--- src/design/lzwhd_pkg.sv ---
// shared constants and controller/datapath interface types for the hashed-dictionary lzw unit
`default_nettype none

package lzwhd_pkg;

    // default sizing
    localparam int MAX_CODES_DEF   = 4096;
    localparam int TABLE_SLOTS_DEF = 8192;

    // code space
    localparam int CODE_EOF    = 256;
    localparam int FIRST_FREE  = 257;

    // result field widths
    localparam int OUT_CODE_W  = 12;
    localparam int OUT_WIDTH_W = 4;

    // code width limits
    localparam logic [OUT_WIDTH_W-1:0] START_WIDTH = 4'd9;
    localparam logic [OUT_WIDTH_W-1:0] WIDTH_LIMIT = 4'd15;

    // epoch tag width for lazy dictionary invalidation
    localparam int EPOCH_W = 4;

    // request kinds carried on tuser
    localparam logic REQ_DATA = 1'b0;
    localparam logic REQ_EOS  = 1'b1;

    // commands from controller to datapath
    typedef struct packed {
        logic load;          // capture accepted request
        logic first_byte;    // byte starts a new string
        logic probe_start;   // probe address <= home slot
        logic probe_next;    // advance to next slot
        logic hit_take;      // prefix <= code found in slot
        logic miss;          // emit prefix, maybe insert, prefix <= byte
        logic miss_free;     // a free slot sits at the probe address
        logic emit_pending;  // emit pending prefix at end of stream
        logic emit_eof;      // emit eof code and restart stream state
        logic clr_step;      // clear one slot tag
    } cmd_t;

    // status from datapath to controller
    typedef struct packed {
        logic is_eos;
        logic have_prefix;
        logic slot_empty;
        logic slot_match;
        logic probe_last;
        logic out_free;
        logic clr_last;
        logic epoch_last;
    } stat_t;

endpackage

`default_nettype wire

--- src/design/lzwhd_ctrl.sv ---
// controller state machine for the hashed-dictionary lzw unit
`default_nettype none

module lzwhd_ctrl
(
    input  wire logic          clk,
    input  wire logic          rst_n,
    input  wire logic          req_valid,
    output logic               req_ready,
    input  wire lzwhd_pkg::stat_t stat,
    output lzwhd_pkg::cmd_t    cmd
);

    typedef enum logic [2:0] {
        ST_CLEAR,
        ST_IDLE,
        ST_DISPATCH,
        ST_PROBE_RD,
        ST_PROBE_CHK,
        ST_MISS,
        ST_EOS_PREFIX,
        ST_EOS_CODE
    } state_t;

    state_t state_reg;
    state_t state_next;
    logic   free_reg;
    logic   free_next;

    always_comb
    begin
        state_next = state_reg;
        free_next  = free_reg;
        cmd        = '0;
        req_ready  = 1'b0;
        case (state_reg)
            ST_CLEAR:
            begin
                cmd.clr_step = 1'b1;
                if (stat.clr_last)
                begin
                    state_next = ST_IDLE;
                end
            end
            ST_IDLE:
            begin
                req_ready = 1'b1;
                if (req_valid)
                begin
                    cmd.load   = 1'b1;
                    state_next = ST_DISPATCH;
                end
            end
            ST_DISPATCH:
            begin
                if (stat.is_eos)
                begin
                    state_next = stat.have_prefix ? ST_EOS_PREFIX : ST_EOS_CODE;
                end
                else if (!stat.have_prefix)
                begin
                    cmd.first_byte = 1'b1;
                    state_next     = ST_IDLE;
                end
                else
                begin
                    cmd.probe_start = 1'b1;
                    state_next      = ST_PROBE_RD;
                end
            end
            ST_PROBE_RD:
            begin
                state_next = ST_PROBE_CHK;
            end
            ST_PROBE_CHK:
            begin
                if (stat.slot_empty)
                begin
                    free_next  = 1'b1;
                    state_next = ST_MISS;
                end
                else if (stat.slot_match)
                begin
                    cmd.hit_take = 1'b1;
                    state_next   = ST_IDLE;
                end
                else if (stat.probe_last)
                begin
                    free_next  = 1'b0;
                    state_next = ST_MISS;
                end
                else
                begin
                    cmd.probe_next = 1'b1;
                    state_next     = ST_PROBE_RD;
                end
            end
            ST_MISS:
            begin
                if (stat.out_free)
                begin
                    cmd.miss      = 1'b1;
                    cmd.miss_free = free_reg;
                    state_next    = ST_IDLE;
                end
            end
            ST_EOS_PREFIX:
            begin
                if (stat.out_free)
                begin
                    cmd.emit_pending = 1'b1;
                    state_next       = ST_EOS_CODE;
                end
            end
            ST_EOS_CODE:
            begin
                if (stat.out_free)
                begin
                    cmd.emit_eof = 1'b1;
                    state_next   = stat.epoch_last ? ST_CLEAR : ST_IDLE;
                end
            end
            default:
            begin
                state_next = ST_CLEAR;
            end
        endcase
    end

    always_ff @(posedge clk or negedge rst_n)
    begin
        if (!rst_n)
        begin
            state_reg <= ST_CLEAR;
            free_reg  <= 1'b0;
        end
        else
        begin
            state_reg <= state_next;
            free_reg  <= free_next;
        end
    end

endmodule

`default_nettype wire

--- config.mk ---
export PLATFORM = sky130hd
export DESIGN_NAME = lzwhd_ctrl
export DESIGN_NICKNAME = d
export VERILOG_FILES = /design/src/design/lzwhd_pkg.sv /design/src/design/lzwhd_ctrl.sv
export SDC_FILE = /design/constraint.sdc
export NUM_CORES = 1
export LEC_CHECK = 0
export ABC_CLOCK_PERIOD_IN_PS = 1500
export BUFFER_PORTS_ARGS = -buffer_cell sky130_fd_sc_hd__buf_4
export CAP_MARGIN = 20
export CELL_PAD_IN_SITES_DETAIL_PLACEMENT = 1
export CELL_PAD_IN_SITES_GLOBAL_PLACEMENT = 1
export CORE_UTILIZATION = 27
export CTS_CLUSTER_SIZE = 16
export DETAILED_ROUTE_END_ITERATION = 7
export HOLD_SLACK_MARGIN = 0.12
export PLACE_DENSITY_LB_ADDON = 0.25
export SLEW_MARGIN = 20
export SYNTH_ARGS = -nofsm -noshare
export SYNTH_HDL_FRONTEND = slang
export SYNTH_SLANG_ARGS = --single-unit
--- constraint.sdc ---
create_clock -name clk -period 1.5 [get_ports clk]
set_input_delay 0.3 -clock clk [delete_from_list [all_inputs] [get_ports clk]]
set_output_delay 0.3 -clock clk [all_outputs]
set_load 0.005 [all_outputs]
==> results.md <==
* Final cell count without fillers at 88
* Total wire length at roughly 1.6 mm
* Clock Sinks at 4
* Register area share after synthesis at between 20% and 30%
* Placer Congestion at approximately 0.69
* Fmax achieved at between 600 and 700 MHz
* Synth Area in Adders at 0%
* Slew @ Worst Pin at around 280 ps
* Leak Pwr at around 0.34 nW
* Critical path class: reg -> out
* Congestion Overflow GR at 0
* Crit path max-delay family: simple AND/OR/NAND/NOR gates
* Post-DRT Antenna Nets at 0
* Cell Pwr Density at ~1700 nW/µm²
* Critical path depth at 3
* DR iter-0 viols at 0
* NumNets Final at slightly below 90
* Violations in the final reports: negative setup slack
* Mux cell area share after synthesis at 0%
* Gr usage total at 18.7%
* Layout area overhead at 110%
* Mapped Area at roughly 350 µm²
* Drt pass-1 iters at 1
* Initial antenna violation count at 0
* Number of vias per cell at 5.22
* Yosys warning total at 0
* Synth area leaders: dfrtp_1 28%, nor3_1 7.1%, nor4_4 6.0%
* Syn Inst Count at just over 40
* Clock slew at reported path FFs at around 40 ps
* CTS tree: built
* Root Driver: clkbuf_4
* Layout cell share with drive strength beyond 1 at just under 70%
* Clock skew at approximately 6.0 ps
* DRC Markers at 0
* Final hold vios at 0
* First-pass GRT wire length at around 1.9 mm
* Min-Delay Path Class: in -> reg
* Initial Util at approximately 31%
* Reg2Reg Capture Point: state_reg[1]
* Boundary Pins at 22
* Synth cell types at 27
* RSZ-0062 raised after global routing: true
* Final Util at 64.1%
* Max incr delay on CP at 430 ps
* CP max stage cell: or3b_4
* Buffers on Ports at 21
* Crit. End Element: output port
* Arrival time worst endpoint at around 1400 ps
* Syn_nets at 52
* Detailed placement HPWL at around 840 µm
* Reg2Reg Launch Point: state_reg[2]
* Largest net degree at the start of global routing at 16
* Leading area contributor after synthesis: dfrtp_1
* Pins Over Slew Limit at 0
* Placed Cells at a little under 80
* Worst-path maximum fanout at 2
* Core area at about 1200 µm²
* DR vias at about 460
* Syn_area_per_cell at about 8.6 µm²
* Critical path origin: state_reg[1]
* Commonest non-fill, non-tap cell in the layout: buf_4
* Largest family of logic cells by synthesized area: simple AND/OR/NAND/NOR gates
* Crit-path cells: or3b_4 > nor3b_2 > buf_4
* Full die area at 1460 µm²
* Max-slew headroom at between 80% and 90%
* Status: finished, violations left
* Clk Latency, worst-skew pair at approximately 230 ps
* Setup-failing EPs final at 5
* WP buf/inv at 1
* XOR/XNOR Fraction of Synth Area at 0%
* Rows at 12
* Htree depth at 1
* Simple-gate share of the synthesized area at roughly two fifths
* Tcrit/Tclk final at 110%
* R2R setup slack at 0 ps
* CP Capture Point: cmd[5]
* Compound-Gate Fraction of Synth Area at 22.0%
* Die Width at ~38 µm
* CP startpoint kind: flip-flop
* Max clock buf depth at 2
* Ant diodes at 0
* CTS Buf Count at 3
* Setup ws final at -155 ps
* Synth top area share at about 28%
* R2R depth at 5
* Min cycle time layout at 1650 ps
* Register bit total from synthesis at 4
* Die height at about 38 µm
* Worst VDD drop at 0.000762 V
* Critical Path RT at 1200 ps
* Max reg flops at 3
* Most frequent cells in the layout: 27 x buf_4, 3 x clkbuf_4, 3 x dfrtp_1, 3 x buf_6
* Number of max-cap violations at 0
* Routed WL per cell at 18.7 µm
* Vias in the first global route at 433
[through the flow]
step / hold slack (ps) / power, mW / setup TNS, ps / setup slack, ps / instance area, µm²
after floorplan: 4.41 / 0.532 / 0 / 117 / 353
after global placement: 96.7 / 0.782 / 0 / 102 / 551
after detailed placement: 98.9 / 0.797 / 0 / 77.5 / 551
after CTS: 371 / 1.01 / -389 / -143 / 631
after global routing: 378 / 1.36 / -685 / -190 / 741
final: 371 / 1.29 / -429 / -155 / 741
[routing by layer]
layer / wire (µm) / track usage, % / vias to the layer above
li1: - / - / 221
met1: 693 / 20.9 / 223
met2: 886 / 35.2 / 13
met3: 38 / 1.74 / 2
met4: 24 / 8.04 / 0
met5: 0 / 0 / -
[Yosys cell counts]
cell	number
nor3_1	5
dfrtp_1	4
nor2_1	4
a21oi_1	2
inv_1	2
nand2b_1	2
nor3b_1	2
a211o_1	1
a21boi_0	1
a22o_1	1
and2_1	1
and4b_1	1
buf_2	1
buf_6	1
clkbuf_1	1
nand2_1	1
nand3_1	1
nand3b_1	1
nor2b_1	1
nor4_4	1
nor4b_1	1
o21ai_0	1
o221a_2	1
o221ai_1	1
o31ai_1	1
o32a_1	1
or3b_4	1
[repair_timing]
| item | in CTS | in global routing |
|---|---|---|
| setup buffers | 1 | 5 |
| hold endpoints to repair | 4 | 0 |
| cloned | 0 | 1 |
| pin swaps | 2 | 3 |
| endpoints found under the setup margin | 7 | 8 |
| hold buffers | 1 | 0 |
| resized for setup | 8 | 11 |
[power by group]
part           leakage (nW)  switching (mW)  internal, mW  total (mW)
registers            0.0477          0.0472         0.164       0.211
clock network        0.0138          0.0414        0.0894       0.131
logic                 0.275           0.442         0.511       0.953
total                 0.336           0.531         0.764        1.29
[cell families (layout without fill, tap and decap cells)]
| family | Yosys count | count (layout) |
|---|---|---|
| compound gates | 10 | 10 |
| buf+inv | 5 | 38 |
| flops | 4 | 4 |
| simple gates | 22 | 22 |
[layout make-up]
cell class                 instances  area (µm²)
clock buffer                       3        22.5
inverter                           2        11.3
tap                               14        17.5
multi-input combinational         32         297
fill                             135         415
timing repair buffer              33         292
sequential                         4         101
[worst min path at each step]
stage	to	startpoint	cells after the start	slack [ps]
after floorplan	free_reg	rst_n	0	4
after global placement	free_reg	rst_n	1	100
after detailed placement	state_reg[1]	rst_n	1	100
after CTS	free_reg	stat[5]	2	370
after global routing	free_reg	stat[5]	2	380
final	free_reg	stat[5]	2	370
[worst reg2reg max path: stages (launching register included)]
cell and delay, ps:
dfrtp_2 420, buf_12 150, buf_4 140, nor3_1 260, a21oi_1 100, a211o_1 310
(Power assumes the default switching activity.)
